### src/hw/rtl/fpva_div_cell.sv
// one quotient bit of the pipelined restoring divider
`default_nettype none
module fpva_div_cell #(
	parameter int NW = 48,
	parameter int DW = 33,
	parameter int K  = 0
) (
	input  wire logic          clk,
	input  wire logic          en,
	input  wire logic [NW-1:0] num,
	input  wire logic [DW-1:0] den,
	input  wire logic [DW-1:0] rem,
	input  wire logic [NW-1:0] quo,
	output logic      [NW-1:0] num_q,
	output logic      [DW-1:0] rem_q,
	output logic      [NW-1:0] quo_q
);

	logic [DW:0] trial;
	logic        take;

	// bring down the next numerator bit
	always_comb begin
		trial = {rem, num[K]};
		take  = trial >= {1'b0, den};
	end

	always_ff @(posedge clk) begin
		if (en) begin
			num_q <= num;
			rem_q <= take ? DW'(trial - {1'b0, den}) : trial[DW-1:0];
			quo_q <= take ? (quo | (NW'(1) << K)) : quo;
		end
	end

endmodule
`default_nettype wire

### config.mk
export PLATFORM = sky130hd
export DESIGN_NAME = fpva_div_cell
export DESIGN_NICKNAME = d
export VERILOG_FILES = /design/src/hw/rtl/fpva_div_cell.sv
export SDC_FILE = /design/constraint.sdc
export NUM_CORES = 1
export LEC_CHECK = 0
export CAP_MARGIN = 20
export CORE_MARGIN = 2
export CORE_UTILIZATION = 40
export DETAILED_ROUTE_END_ITERATION = 16
export DONT_BUFFER_PORTS = 1
export PLACE_DENSITY = 0.54
export SYNTH_ARGS = -nofsm -noshare
export SYNTH_HDL_FRONTEND = slang
export SYNTH_SLANG_ARGS = --single-unit
export TNS_END_PERCENT = 30
### constraint.sdc
create_clock -name clk -period 8.4 [get_ports clk]
set_input_delay 0 -clock clk [delete_from_list [all_inputs] [get_ports clk]]
set_output_delay 0 -clock clk [all_outputs]
set_load 0.03 [all_outputs]
# --- Yosys cells after proc, flatten, opt, wreduce, memory -nomap -nowiden ---
# Cells that the tools add are included.
totals:
  register_bits: 129
  out_inout_bits: 129
  wordCells: 7
classes:
  n_addsub: 1
  magnitude_cmp: 1
  n_mux: 1
ops:
  columns: ["op", "n"]
  rows:
  - ["greater-or-equal comparator 34 x 33 -> 1 bit", 1]
  - ["2-to-1 mux 33 bit", 1]
  - ["subtractor 33 bit", 1]

# --- Depth between registers and ports, before layout ---
logic_depth:
  ltp_word: 2
  depth_mapped: 16
  ltp_nobuf: 14

# --- Worst setup path after synthesis ---
# Ideal clock, no wire load.
synth_path:
  path_type: "input port to flip-flop"
  from: "input port num[0]"
  to: "register rem_q[1] (data pin)"
  setup_ns: 0.262
  arrival_time_ns: 2.552
  required_ns: 8.138
  slack_ns: 5.586
  path_stages: 14
  cell_sequence: "inv_1 ha_1 inv_1 fa_1 a21oi_1 o21ai_1 a2111oi_2 nor3_1 nor4_2 nor2_2 o211ai_2 and3_2 buf_6 mux2_1"
synth_between:
  elab_chain_cells: 2
  elab_cells_between_ends: 3
  cone_classes: "add/sub: 1; order compare: 1; mux: 1"
synth_rtl:
  columns: ["item", "line", "source"]
  rows:
  - ["start: declaration", "10", "input wire logic [NW-1:0] num,"]
  - ["subtractor 33 bit / greater-or-equal comparator 34 x 33 -> 1 bit (equally long branches)", "31, 25", null]
  - ["2-to-1 mux 33 bit *", "31", "rem_q <= take ? DW'(trial - {1'b0, den}) : trial[DW-1:0];"]
  - ["end signal: assignment", "31", null]
  - ["end: declaration", "15", "output logic [DW-1:0] rem_q,"]
# Mark *: on every way between the ends. The rest lies on a longest branch, timed or not.
# A chain may end at the register's enable or synchronous reset.

# --- Worst setup path after layout ---
layout_path:
  from: "input port den[0]"
  to: "register rem_q[1] (data pin)"
layout_between:
  elab_chain_cells: 2
  elab_cells_between_ends: 3
  cone_classes: "add/sub: 1; order compare: 1; mux: 1"
layout_rtl:
  columns: ["item", "line", "source"]
  rows:
  - ["start: declaration", "11", "input wire logic [DW-1:0] den,"]
  - ["subtractor 33 bit / greater-or-equal comparator 34 x 33 -> 1 bit (equally long branches)", "31, 25", null]
  - ["2-to-1 mux 33 bit *", "31", null]
# Marked as above.

==> parameters.txt <==
Parameter                              Value

Outcome
  Outcome ... finished clean

Power and ir drop
  Peak ir drop on the vdd network ... 0.135 mV
  Switching fraction of total power ... 0.294
  Power share of the combinational group ... 0.122
  Relative contribution of sequential cells to total power ... 0.487
  Clk network pwr share ... 0.390
  Net switching component of the power ... roughly 570 uW
  Int Pwr ... roughly 1400 uW
  Power density over cell area ... around 240 nW/um2
  Power after layout ... 1950 uW
  Static leakage ... around 0.0031 uW

Finish
  Share of post-route cells with drive strength above 1 ... 0.0855
  Multi-input gate area ... about 2000 um2
  Area grow syn2layout ... 34.4%
  Number of inserted filler cells in the final layout ... between 1000 and 1500
  Leading cell types in the layout, fill and taps excluded ... sky130_fd_sc_hd__dlygate4sd3_1 (129), sky130_fd_sc_hd__edfxtp_1 (129), sky130_fd_sc_hd__nand2_1 (49)
  FF/Latch Area ... ~3900 um2
  Number of nets in the finished design ... around 800
  Antenna diode count ... 0

Synthesis
  Synth Warn # ... 0
  Number of flops mapped to enable cells by yosys ... between 100 and 150
  Share of the yosys chip area belonging to registers ... 0.639
  Post-Synthesis Cell Area ... ~6100 um2
  Seq cells post-synth ... 129
  Syn nets ... around 650
  Share of the synthesized area in the top cell type ... 0.639
  Dominant register cell in the synthesized netlist ... sky130_fd_sc_hd__edfxtp_1
  Average size of a mapped cell ... between 10 and 15 um2
  Async set or reset register ratio after synthesis ... 0
  Count of cell types in the netlist ... between 50 and 60
  Post-synth top area cell ... sky130_fd_sc_hd__edfxtp_1
  Ranking of synthesized cells by area ... sky130_fd_sc_hd__edfxtp_1 (64%), sky130_fd_sc_hd__ha_1 (6.8%), sky130_fd_sc_hd__nand2_1 (3.0%)
  Synthesized instance count ... 455

Critical path
  Crit path kind ... in -> reg
  Startpoint types ... primary input
  CP Max Fanout ... 42
  Crit-path cells ... dlygate4sd3_1 -> ha_1 -> inv_1 -> fa_1 -> a21oi_1 -> o21ai_1 -> a2111oi_2 -> nor3_1 -> nor4_2 -> nor2_2 -> o211ai_2 -> and3_2 -> buf_4 -> mux2_1
  Cell type group with the largest total delay on the critical path ... buffers and inverters
  Worst path required time ... between 8000 and 9000 ps
  Type of element capturing the critical path ... register
  Data arrival time of the critical path ... between 4000 and 5000 ps
  Crit path buf inv count ... 3
  Crit-path max cell delay ... around 540 ps
  Crit. Startpoint ... den[0]
  Worst path slowest cell ... sky130_fd_sc_hd__dlygate4sd3_1

Route
  Via total after detailed routing ... around 4200
  Number of DRC violations after detailed-routing iteration 0 ... about 240
  WL per Instance ... approximately 20 um
  Vias/cell ... 5.27
  Pre-Repair DR Iteration Count ... 5
  DRT antenna net count ... 0
  Routed wire length ... roughly 16 mm
  Residual DRC ... 0

STA
  Achievable Freq ... 260 MHz
  Worst path setup slack after routing ... 4550 ps
  Unrepaired setup endpoints after global routing ... false
  Max-slew violation count ... 0
  Minimum clock period after layout ... between 3000 and 4000 ps
  Fin crit share ... 0.458
  Max_slew headroom ... 0.508
  TNS Setup ... 0 ps
  Least-Margin Pin Slew ... 738 ps
  Final number of hold-violating endpoints ... 0
  Final setup violating endpoints ... 0
  Worst hold margin ... about 19 ps

CTS
  Clock transition at the registers of the reported paths ... 60 ps
  CTS tree ... yes
  Root Buffer ... sky130_fd_sc_hd__clkbuf_16
  CTS Buf Count ... 17
  Deepest clock path buffer count ... 2
  CTS HTree Levels ... 4
  Buffers inserted during post-CTS setup optimization ... 0
  Clk sinks ... roughly 130

Global routing
  Via count of the first global-routing pass ... approximately 4200
  Pin count of the biggest net entering global routing ... 130
  Initial antenna violation count ... 0
  Global-route wire length before repair ... about 24 mm
  Congestion Overflow GR ... 0
  Overall fraction of global-route tracks in use ... 0.195

Hold path
  Hold Crit Start ... en
  Min-Delay Path Class ... in -> reg

Placed design
  Count of input and output buffers ... 0
  DP HPWL ... approximately 11 mm
  Routability cong. ... just over 0.8
  Placement Setup Slack ... approximately 4600 ps

Die
  Number of placed I/O pins ... 293
  Die span in x ... ~130 um
  FP Rows ... 45
  Initial core utilization ... 0.403
  Die area ... ~16000 um2
  Vertical die dimension ... around 130 um
  Core ar. ... 15000 um2

Job
  Number of max-cap violations ... 0
## per-layer routing
metal | global-route usage | up-vias | part of all wire
met1 | 0.216 | 1970 | 0.38
met5 | 0 | - | 0
li1 | - | 1976 | -
met2 | 0.326 | 206 | 0.50
met3 | 0.0791 | 40 | 0.088
met4 | 0.0950 | 0 | 0.034
## logic make-up (layout without fill, tap and decap cells)
| family | count (synthesis) | count (layout) | share of synthesized area |
|---|---|---|---|
| AOI/OAI and AO/OA | 117 | 117 | 0.134 |
| xor gates and xnor gates | 28 | 28 | 0.0404 |
| adders and majority gates | 34 | 34 | 0.0714 |
| buffers and inverters | 51 | 204 | 0.0388 |
| DFF | 129 | 129 | 0.639 |
| muxes | 1 | 1 | 0.00186 |
| and+or+nand+nor | 95 | 95 | 0.0747 |
## timing repair
item                                   in CTS  in global routing
setup endpoints to repair                   0                  0
hold buffers                              130                  0
gates resized for setup                     0                  0
endpoints found under the hold margin     258                  0
## power groups by stage
stage | clock network (uW) | registers (uW) | logic, uW
global placement | 0 | 965 | 171
floorplan | 0 | 948 | 147
global route | 806 | 956 | 266
finish | 762 | 952 | 239
CTS | 775 | 952 | 238
detailed placement | 0 | 964 | 173
## synthesized netlist by cell type (3+ instances only)
| library cell | count |
|---|---|
| sky130_fd_sc_hd__a21o_1 | 12 |
| sky130_fd_sc_hd__o21bai_1 | 6 |
| sky130_fd_sc_hd__a21oi_2 | 4 |
| sky130_fd_sc_hd__nand3_1 | 6 |
| sky130_fd_sc_hd__o31ai_1 | 4 |
| sky130_fd_sc_hd__nand4_1 | 3 |
| sky130_fd_sc_hd__edfxtp_1 | 129 |
| sky130_fd_sc_hd__nor2_1 | 14 |
| sky130_fd_sc_hd__ha_1 | 33 |
| sky130_fd_sc_hd__buf_6 | 5 |
| sky130_fd_sc_hd__xor2_1 | 12 |
| sky130_fd_sc_hd__xnor2_1 | 16 |
| sky130_fd_sc_hd__o21ai_0 | 32 |
| sky130_fd_sc_hd__nand2_1 | 49 |
| sky130_fd_sc_hd__a31oi_1 | 6 |
| sky130_fd_sc_hd__a21oi_1 | 18 |
| sky130_fd_sc_hd__nor3_1 | 7 |
| sky130_fd_sc_hd__buf_2 | 3 |
| sky130_fd_sc_hd__o21ai_1 | 14 |
| sky130_fd_sc_hd__inv_1 | 41 |
## layout make-up
type | instances | area share
well taps | 188 | 0.0288
inverters | 41 | 0.0189
repair buffers | 131 | 0.163
flip-flops and latches | 129 | 0.475
clock inverters | 14 | 0.0219
multi-input cells | 275 | 0.240
clock buffers | 18 | 0.0526
## through the flow
step	cell area [um2]	util	std cells
2_1_floorplan	6070	-	455
3_3_place_gp	6230	0.414	634
3_5_place_dp	6230	0.414	634
4_1_cts	8150	0.542	796
5_1_grt	8150	0.542	796
6_report	8150	0.542	796
## registers in the layout (all words and copies together), names as in the netlist
name,count
num_q,48
quo_q,48
rem_q,33
## worst paths after layout
kind | slack, ps | end | depth (start not counted)
min | 20 | rem_q[16]$_DFFE_PP_ | 1
max | 4550 | rem_q[1]$_DFFE_PP_ | 14
No activity file was read; power rests on OpenSTA's default activity.
