--- src/hw/rtl/fpva_sqrt_cell.sv ---
// one root bit of the pipelined integer square root
`default_nettype none
module fpva_sqrt_cell #(
	parameter int SW = 65,
	parameter int RW = 33,
	parameter int K  = 0
) (
	input  wire logic          clk,
	input  wire logic          en,
	input  wire logic [SW-1:0] rem,
	input  wire logic [RW-1:0] root,
	output logic      [SW-1:0] rem_q,
	output logic      [RW-1:0] root_q
);

	localparam int TW = SW + 1;

	logic [TW-1:0] trial;
	logic          take;

	// trial = 2*root*2^K + 2^(2K), root holds only bits above K
	always_comb begin
		trial = (TW'(root) << (K + 1)) | (TW'(1) << (2 * K));
		take  = TW'(rem) >= trial;
	end

	always_ff @(posedge clk) begin
		if (en) begin
			rem_q  <= take ? SW'(TW'(rem) - trial) : rem;
			root_q <= take ? (root | (RW'(1) << K)) : root;
		end
	end

endmodule
`default_nettype wire

--- config.mk ---
export PLATFORM = sky130hd
export DESIGN_NAME = fpva_sqrt_cell
export DESIGN_NICKNAME = d
export VERILOG_FILES = /design/src/hw/rtl/fpva_sqrt_cell.sv
export SDC_FILE = /design/constraint.sdc
export NUM_CORES = 1
export LEC_CHECK = 0
export ABC_AREA = 1
export CAP_MARGIN = 20
export CORE_MARGIN = 2
export CORE_UTILIZATION = 50
export DETAILED_ROUTE_END_ITERATION = 12
export DONT_BUFFER_PORTS = 1
export PLACE_DENSITY_LB_ADDON = 0.12
export SETUP_SLACK_MARGIN = 0.02
export SKIP_LAST_GASP = 1
export SLEW_MARGIN = 20
export SYNTH_ARGS = -nofsm -noshare
export SYNTH_HDL_FRONTEND = slang
export SYNTH_SLANG_ARGS = --single-unit
--- constraint.sdc ---
create_clock -name clk -period 4.45 [get_ports clk]
set_clock_uncertainty 0.2 [all_clocks]
set_input_delay 0.6675 -clock clk [delete_from_list [all_inputs] [get_ports clk]]
set_output_delay 0.6675 -clock clk [all_outputs]
set_load 0.02 [all_outputs]
# Yosys cells after proc, flatten, opt, wreduce, memory -nomap -nowiden
# Cells that the tools add are included.
dict set report word_totals {
  regBits 98
  inputBits 100
  output_inout_bits 98
  elab_cells 6
}
dict set report classes {
  addsub 1
  n_lt_le_gt_ge 1
  muxes 1
}
# cell n
set ops {}
lappend ops {{$ge 65x34->1} 1}
lappend ops {{$mux 65} 1}
lappend ops {{$sub 65x34->65} 1}

# Logic depth before layout (Yosys ltp)
# Gate-level depths: netlist of the first run.
dict set report depth {
  word_depth 2
  mapped_depth 19
  depth_no_buf 17
}

# Worst setup path after synthesis of the first run
# No wires, ideal clock.
dict set report synth_timing {
  path_type {input -> register}
  start {in root[31]}
  end {reg rem_q[10], data pin}
  setup_time_ps 253
  t_arrival_ps 2274
  required_ps 3997
  path_slack_ps 1723
  cell_stages 16
  n_path_buf 2
  cell_sequence {inv_1 > ha_1 > nand2_1 > inv_1 > a21oi_1 > inv_1 > a21oi_1 > nand2_1 > inv_2 > nand2_1 > nand2_2 > nand3_2 > buf_6 > buf_6 > nand2_1 > nand2_1}
}
dict set report synth_via {
  elab_chain_len 2
}
# item line_no
set synth_rtl {}
lappend synth_rtl {{start, declared} 11} ;# input wire logic [RW-1:0] root,
lappend synth_rtl {{$ge 65x34->1} 24} ;# take = TW'(rem) >= trial;
lappend synth_rtl {{$mux 65} 29} ;# rem_q <= take ? SW'(TW'(rem) - trial) : rem;
lappend synth_rtl {{end signal, assigned} 29}
lappend synth_rtl {{end, declared} 12} ;# output logic [SW-1:0] rem_q,
# No other way between the ends.
# A chain may end at the register's enable or synchronous reset.

# Worst setup path in the final report of the first run
dict set report layout_timing {
  start {in root[10]}
  end {reg rem_q[29], data pin}
}
dict set report layout_via {
  elab_chain_len 2
  word_cells_on_any_way 3
  classes_between {add/sub (1); order compare (1); mux (1)}
}
# item line_no
set layout_rtl {}
lappend layout_rtl {{$sub 65x34->65 / $ge 65x34->1 (equally long branches)} {29, 24}}
lappend layout_rtl {{$mux 65 *} 29}
# Mark *: on every way between the ends. The rest lies on a longest branch, timed or not.

==> impl_metrics.toml, run 1 <==
[timing]
fmax_mhz = 328
finalCriticalPeriod_ns = 3.05
tns_ns = 0
hold_viol = 0
grt_setup_unrepaired = "false"
setup_ws_ns = 1.40
slew_violations = 0
hold_slack_ns = 0.202
post-route-period-util_pct = 68.5
tightest_slew_ns = 0.871
max_slew_margin_pct = 41.7
finalSetupViolations = 0

[die]
die_h_um = 130
rows = 46
die_area_mm2 = 0.0170
initial_core_util_pct = 50.8
ioPinCount = 198
die_w_um = 130
core-area_mm2 = 0.0157

[pwr]
ir_drop_mv = 0.177
p_leak_nw = 4.45
p_per_area_mw_per_mm2 = 307
total_power_mw = 2.60

[final_layout]
drive_above_1_share_pct = 2.99
post-route-cell-area_mm2 = 0.00846
final_core_util_pct = 53.9
nFillCells = 1624
final_common_cell = "nand2_1"
finalNonFillerCells = 1420
diodes = 0
nets = 1335
mostFrequentLayoutCells = "513 x nand2_1, 228 x inv_1, 113 x nor2_1"
synthToLayoutAreaGrowth_pct = 6.10

[setup_path]
cp_cell_sequence = "inv_1 -> ha_1 -> nand2_1 -> nor2_1 -> nand2_1 -> inv_1 -> nand2_1 -> nand2_1 -> nand2_1 -> nand2_1 -> nand2_2 -> nand3_2 -> buf_4 -> nand2_1 -> nand2_1"
cp_slowest_cell = "buf_4"
start_kind = "primary input"
path_class = "primary input to flip-flop"
crit_path_start = "root[10]"
crit_fanout = 38
path_common_cell = "nand2_1"
required_ns = 4.47
setup.worst_path.end = "rem_q[29]"
crit_arrival_ns = 3.06
crit_path_max_incr_delay_ns = 0.41
worstSetupEndpointType = "flip-flop"

[global_route]
first_global_vias = 6712
met2_usage_pct = 43.6
gr-total-overflow = 0
met1_usage_pct = 39.2
grt_antenna_before_repair = 0
track_usage_pct = 28.2
busiest_layer = "met2"
grt_max_degree = 99
grt_first_pass_wirelength_um = 36000
grt_use_met3_pct = 5.99

[place]
hpwl_um = 19200
gp_congestion = 0.996
port_buffers = 0
dpl.cell_count = 1405
pre_cts_ws_ns = 1.09
placed_area_mm2 = 0.00818

[synth]
async_reset_ff_share_pct = 0
ys_seq_area_share_pct = 36.9
syn-num-nets = 1335
synth_ff_type = "edfxtp_1"
ys_top_cells_by_area = "edfxtp_1 37%, nand2_1 24%, inv_1 11%"
yosysUniqueCellTypes = 32
synth_top_area_share_pct = 36.9
synth.ff_latch_count = 98
netlist_instances = 1200
synth_edf_count = 98
synth_largest_area_cell = "edfxtp_1"
synth_area_per_cell_um2 = 6.65
synth_warnings = 0
netlist_area_mm2 = 0.00798

[drt]
drtIter0Drc = 481
wl_per_cell_um = 16.7
vias_per_cell = 5.07
drtAntennaViolNets = 0
dr.pass1.iters = 5
routed_wl_um = 23800
drc = 0
via_count = 7202

[cts]
ctsHoldBuffers = 0
clkSlewWorstSetupHoldPaths_ns = 0.07
cts_made_buffers = 9
post-cts-setup-buffers = 0
root_buffer = "clkbuf_16"
clock_path_buffers = 2
clock_sinks = 98
cts_tree = "built"
ctsHtreeMaxLevel = 3
cts_resized = 0

[flow_run]
maxCapViolCount = 0

[min_path]
min-delay-start = "root[13]"
hold_class = "primary input to flip-flop"

[status]
status = "completed"
-- how the worst min path moves through the flow --
stage	to	cells after the start
2_1_floorplan	root_q[10]	0
3_3_place_gp	root_q[16]	0
3_5_place_dp	root_q[17]	0
4_1_cts	root_q[5]	0
5_1_grt	root_q[5]	0
6_report	root_q[13]	0
-- final cells by class --
type                            instances  area, µm²  share of cell area [%]
Multi-Input combinational cell        850       4040                    47.7
Sequential cell                        98       2940                    34.8
Inverter                              235        882                    10.4
Tap cell                              216        270                    3.19
Clock buffer                           10        229                    2.71
Clock inverter                          5       56.3                   0.665
Timing Repair Buffer                    6       45.0                   0.532
-- state kept, by name (all words and copies together), names as in the netlist --
register	count
rem_q	65
root_q	33
-- power breakdown --
group          internal [mW]  switching (mW)
clock network          0.432           0.347
logic                  0.167           0.336
registers               1.15           0.165
-- Yosys cell counts (all sizes together), types with 2 or more instances --
master	n
inv	235
xnor2	2
clkbuf	7
o21bai	4
and3	2
nor2b	2
o21ai	3
nor2	116
nor3	14
nand3	28
xor2	29
ha	34
nand2	514
nor4	3
nand4	40
edfxtp	98
nand3b	25
a21boi	3
a21oi	27
buf	10
-- per-layer routing --
metal | share of wire, % | up-vias
li1 | - | 3699
met1 | 46 | 3207
met2 | 43 | 266
met3 | 8.6 | 30
met4 | 2.5 | 0
met5 | 0 | -
-- cells by family after synthesis --
| kind of cell | Yosys count | synth area share, % |
|---|---|---|
| AND/OR/NAND/NOR | 746 | 39.0 |
| flip-flops | 98 | 36.9 |
| AO/OA/AOI/OAI | 38 | 2.63 |
| buffers and inverters | 252 | 12.5 |
| XOR/XNOR | 31 | 3.40 |
| adder cells (fa/ha/maj) | 35 | 5.58 |
-- worst max-delay path: cells and delay by family --
kind                     cells  cell delay, ns
adder cells (fa/ha/maj)      1            0.34
buffers and inverters        3            0.52
AND/OR/NAND/NOR             11            1.51
No activity file was read; power rests on OpenSTA's default activity.
==> run 2, diff against run 1 <==
==> constraint.sdc (replaced) <==
create_clock -name clk -period 2.9 [get_ports clk]
set_clock_uncertainty 0.2 [all_clocks]
set_input_delay 0.435 -clock clk [delete_from_list [all_inputs] [get_ports clk]]
set_output_delay 0.435 -clock clk [all_outputs]
set_load 0.02 [all_outputs]
==> run 2 against run 1 <==
First-iteration DRC count grew 20%. Combinational power is 68% higher. Utilization increased by 3.0 points. Routed wire length up 4.2%. Flip-flop and latch count unchanged. Die area is the same. Worst setup slack worse by 0.91 ns. Global-route usage is 1.1 points higher. Critical path depth is the same. Non-clock buffer count is 40 higher. Total power increased by 62%.
==> impl_metrics.toml, run 2 (same netlist as run 1, synthesis figures left out) <==
[cts]
ctsHtreeMaxLevel = 3
clkSlewWorstSetupHoldPaths_ns = 0.07
cts_resized = 0
clock_path_buffers = 2
cts_tree = "built"
cts_made_buffers = 9
clock_sinks = 98
root_buffer = "clkbuf_16"

[drt]
drtIter0Drc = 576
via_count = 7389
dr.pass1.iters = 5
vias_per_cell = 5.06
wl_per_cell_um = 16.9
drc = 0
drtAntennaViolNets = 0
routed_wl_um = 24800

[setup_path]
crit_path_max_incr_delay_ns = 0.32
required_ns = 2.81
cp_slowest_cell = "ha_1"
worstSetupEndpointType = "flip-flop"
crit_path_start = "root[31]"
crit_arrival_ns = 2.32
path_common_cell = "nand2_1"
path_class = "primary input to flip-flop"
crit_fanout = 37
cp_cell_sequence = "inv_1 -> ha_1 -> nand2_1 -> inv_1 -> a21oi_1 -> inv_1 -> a21oi_1 -> nand2_1 -> inv_2 -> nand2_1 -> nand2_2 -> nand3_2 -> buf_12 -> nand2_1 -> nand2_1"
start_kind = "primary input"

[timing]
finalCriticalPeriod_ns = 2.40
post-route-period-util_pct = 82.9
slew_violations = 0
hold_viol = 0
fmax_mhz = 416
max_slew_margin_pct = 70.1
tightest_slew_ns = 0.449
grt_setup_unrepaired = "false"
tns_ns = 0
finalSetupViolations = 0
hold_slack_ns = 0.0261

[die]
die_h_um = 130
die_w_um = 130
ioPinCount = 198
rows = 46
die_area_mm2 = 0.0170
core-area_mm2 = 0.0157
initial_core_util_pct = 50.8

[final_layout]
mostFrequentLayoutCells = "513 x nand2_1, 228 x inv_1, 113 x nor2_1"
nFillCells = 1603
largest_register = "rem_q"
drive_above_1_share_pct = 3.78
diodes = 0
final_common_cell = "nand2_1"
synthToLayoutAreaGrowth_pct = 11.9
nets = 1375
largest_reg_flops = 65
top_regs = "rem_q x65, root_q x33"

[place]
hpwl_um = 19500
port_buffers = 0
gp_congestion = 1.01

[min_path]
min-delay-start = "en"
hold_class = "primary input to flip-flop"

[global_route]
grt_max_degree = 58
grt_antenna_before_repair = 0
first_global_vias = 6920
gr-total-overflow = 0
grt_first_pass_wirelength_um = 37300
track_usage_pct = 29.2

[pwr]
p_per_area_mw_per_mm2 = 471
p_leak_nw = 4.66
ir_drop_mv = 0.291

[flow_run]
maxCapViolCount = 0

[status]
status = "completed"
-- run 2: power by group --
group | internal (mW) | switching (mW) | total, mW
Combinational | 0.296 | 0.550 | 0.846
Clock | 0.764 | 0.574 | 1.34
Sequential | 1.77 | 0.254 | 2.02
Total | 2.83 | 1.38 | 4.20
-- run 2: what timing repair did --
item	in CTS	in global routing
endpoints found under the hold margin	89	0
hold buffers	33	0
buffers inserted	0	0
-- run 2: worst max-delay path, delay by kind of cell --
family,cells,cell delay [ns]
fa+ha+maj,1,0.32
simple gates,7,0.71
buf+inv,5,0.44
compound gates,2,0.40
-- run 2: metrics by stage --
step | setup slack, ns | power, mW | utilization [%] | std cells | area (µm²)
after global placement | 0.135 | 2.84 | 52.5 | 1412 | 8260
after detailed placement | 0.154 | 2.83 | 52.5 | 1412 | 8260
after global routing | 0.342 | 4.39 | 56.8 | 1461 | 8930
after CTS | 0.529 | 4.23 | 56.8 | 1461 | 8930
after floorplan | 0.406 | 2.61 | - | 1200 | 7980
final | 0.495 | 4.20 | 56.8 | 1461 | 8930
-- run 2: final timing paths --
path | end | depth (start not counted)
max | rem_q[10] | 15
min | rem_q[31] | 0
-- run 2: final cells by class --
type	count	area (µm²)	area share [%]
inverter	235	882	9.88
clock inverter	7	98.8	1.11
sequential	98	2940	33.0
clock buffer	9	225	2.52
timing repair buffer	46	470	5.27
multi-input combinational	850	4040	45.2
tap	216	270	3.03
-- run 2: layer usage --
layer / share of wire (%) / vias to the layer above / global-route usage [%]
met5: 0 / - / 0
met4: 2.3 / 0 / 9.93
met3: 6.7 / 32 / 6.64
met2: 44 / 241 / 45.0
met1: 47 / 3339 / 40.6
li1: - / 3777 / -
==> run 3, diff against run 2 <==
==> constraint.sdc (replaced) <==
create_clock -name clk -period 2.4 [get_ports clk]
set_clock_uncertainty 0.2 [all_clocks]
set_input_delay 0.36 -clock clk [delete_from_list [all_inputs] [get_ports clk]]
set_output_delay 0.36 -clock clk [all_outputs]
set_load 0.02 [all_outputs]
==> run 3 against run 2 <==
The flow now finishes with violations (hold timing). Design area rose by 9.6%. Clock-buffer cell count did not move. Cell count rose by 7.4%. Routed wire length rose by 1.0%. Utilization rose by 5.4 points. Flip-flop and latch count did not move. Sequential share of layout area fell by 2.9 points. Worst setup slack got worse by 0.31 ns. Critical path type unchanged. Largest power group unchanged.
==> impl_metrics.toml, run 3 (same netlist as run 1, synthesis figures left out) <==
[flow_run]
maxCapViolCount = 0

[timing]
setup_ws_ns = 0.189
grt_setup_unrepaired = "false"
tns_ns = 0
post-route-period-util_pct = 92.1
finalSetupViolations = 0
max_slew_margin_pct = 62.3
tightest_slew_ns = 0.564
slew_violations = 0
finalCriticalPeriod_ns = 2.21
hold_slack_ns = -0.0909
fmax_mhz = 452
hold_viol = 98

[final_layout]
largest_register = "rem_q"
drive_above_1_share_pct = 12.6
synthToLayoutAreaGrowth_pct = 22.6
diodes = 0
post-route-cell-area_mm2 = 0.00978
nets = 1483
mostFrequentLayoutCells = "507 x nand2_1, 227 x inv_1, 119 x buf_4"
finalNonFillerCells = 1569
top_regs = "rem_q x65, root_q x33"
largest_reg_flops = 65
final_common_cell = "nand2_1"
nFillCells = 1522

[min_path]
hold_class = "primary input to flip-flop"

[status]
violations = "hold timing"
status = "complete, but fails checks"

[place]
dpl.cell_count = 1521
port_buffers = 0
gp_congestion = 0.979
hpwl_um = 19900
pre_cts_ws_ns = -0.252
placed_area_mm2 = 0.00917

[setup_path]
cp_slowest_cell = "fa_1"
required_ns = 2.33
start_kind = "primary input"
path_class = "primary input to flip-flop"
crit_fanout = 3
cp_cell_sequence = "inv_1 -> fa_1 -> inv_1 -> buf_4 -> nand2_1 -> nand3_1 -> nand2_1 -> nand2_1 -> nand2_1 -> nand2_1 -> nand2_1 -> nand3b_1 -> nand2_1 -> nand2_1 -> inv_1"
crit_path_max_incr_delay_ns = 0.44
cp_num_buf_inv = 4
path_common_cell = "nand2_1"
critPathTopFamily = "simple AND/OR/NAND/NOR gates"
worstSetupEndpointType = "flip-flop"
crit_arrival_ns = 2.14

[global_route]
gr-total-overflow = 0
grt_use_met3_pct = 4.67
grt_antenna_before_repair = 0
busiest_layer = "met2"
grt_max_degree = 99
track_usage_pct = 29.9
met2_usage_pct = 50.1
met1_usage_pct = 40.1
first_global_vias = 7471
grt_first_pass_wirelength_um = 38300

[cts]
clock_sinks = 98
cts_made_buffers = 9
clkSlewWorstSetupHoldPaths_ns = 0.08
ctsHtreeMaxLevel = 3
root_buffer = "clkbuf_16"
cts_tree = "built"
post-cts-setup-buffers = 0
clock_path_buffers = 2
ctsHoldBuffers = 32

[die]
die_h_um = 130
die_w_um = 130
die_area_mm2 = 0.0170
ioPinCount = 198
initial_core_util_pct = 50.8
rows = 46
core-area_mm2 = 0.0157

[drt]
via_count = 7708
routed_wl_um = 25000
vias_per_cell = 4.91
drtIter0Drc = 455
drc = 0
drtAntennaViolNets = 0
dr.pass1.iters = 5
wl_per_cell_um = 15.9

[pwr]
ir_drop_mv = 0.383
p_per_area_mw_per_mm2 = 518
p_leak_nw = 5.16
[run 3: area by class of cell]
type	count	area, µm²	area share [%]
tap	216	270	2.76
sequential	98	2940	30.1
clock buffer	9	225	2.30
clock inverter	7	51.3	0.524
inverter	235	882	9.02
timing repair buffer	154	1270	13.0
multi-input combinational	850	4140	42.3
[run 3: worst paths after layout]
path,from,endpoint,depth (start not counted)
min,en,rem_q[51],0
max,rem[1],rem_q[38],15
[run 3: repair_timing]
item	CTS	global route
endpoints found under the setup margin	0	62
gates resized for setup	0	5
endpoints found under the hold margin	130	98
[run 3: layer usage]
metal  vias to the layer above  share of wire (%)
met5                         -                  0
met4                         0                1.9
met3                        29                6.0
met2                       239                 46
met1                      3434                 46
li1                       4006                  -
[run 3: stage by stage]
step           total power, mW  hold WS, ns  util, %
6_report                  5.06      -0.0909     62.3
5_1_grt                   5.33       -0.104     62.3
4_1_cts                   5.08      -0.0977     62.2
3_5_place_dp              3.64        0.259     58.4
3_3_place_gp              3.64        0.259     58.4
2_1_floorplan             3.17        0.259        -
[run 3: power by group]
group / switching, mW / internal [mW] / leakage (nW)
combinational: 0.681 / 0.544 / 4.07
clock: 0.684 / 0.713 / 0.135
sequential: 0.308 / 2.13 / 0.959
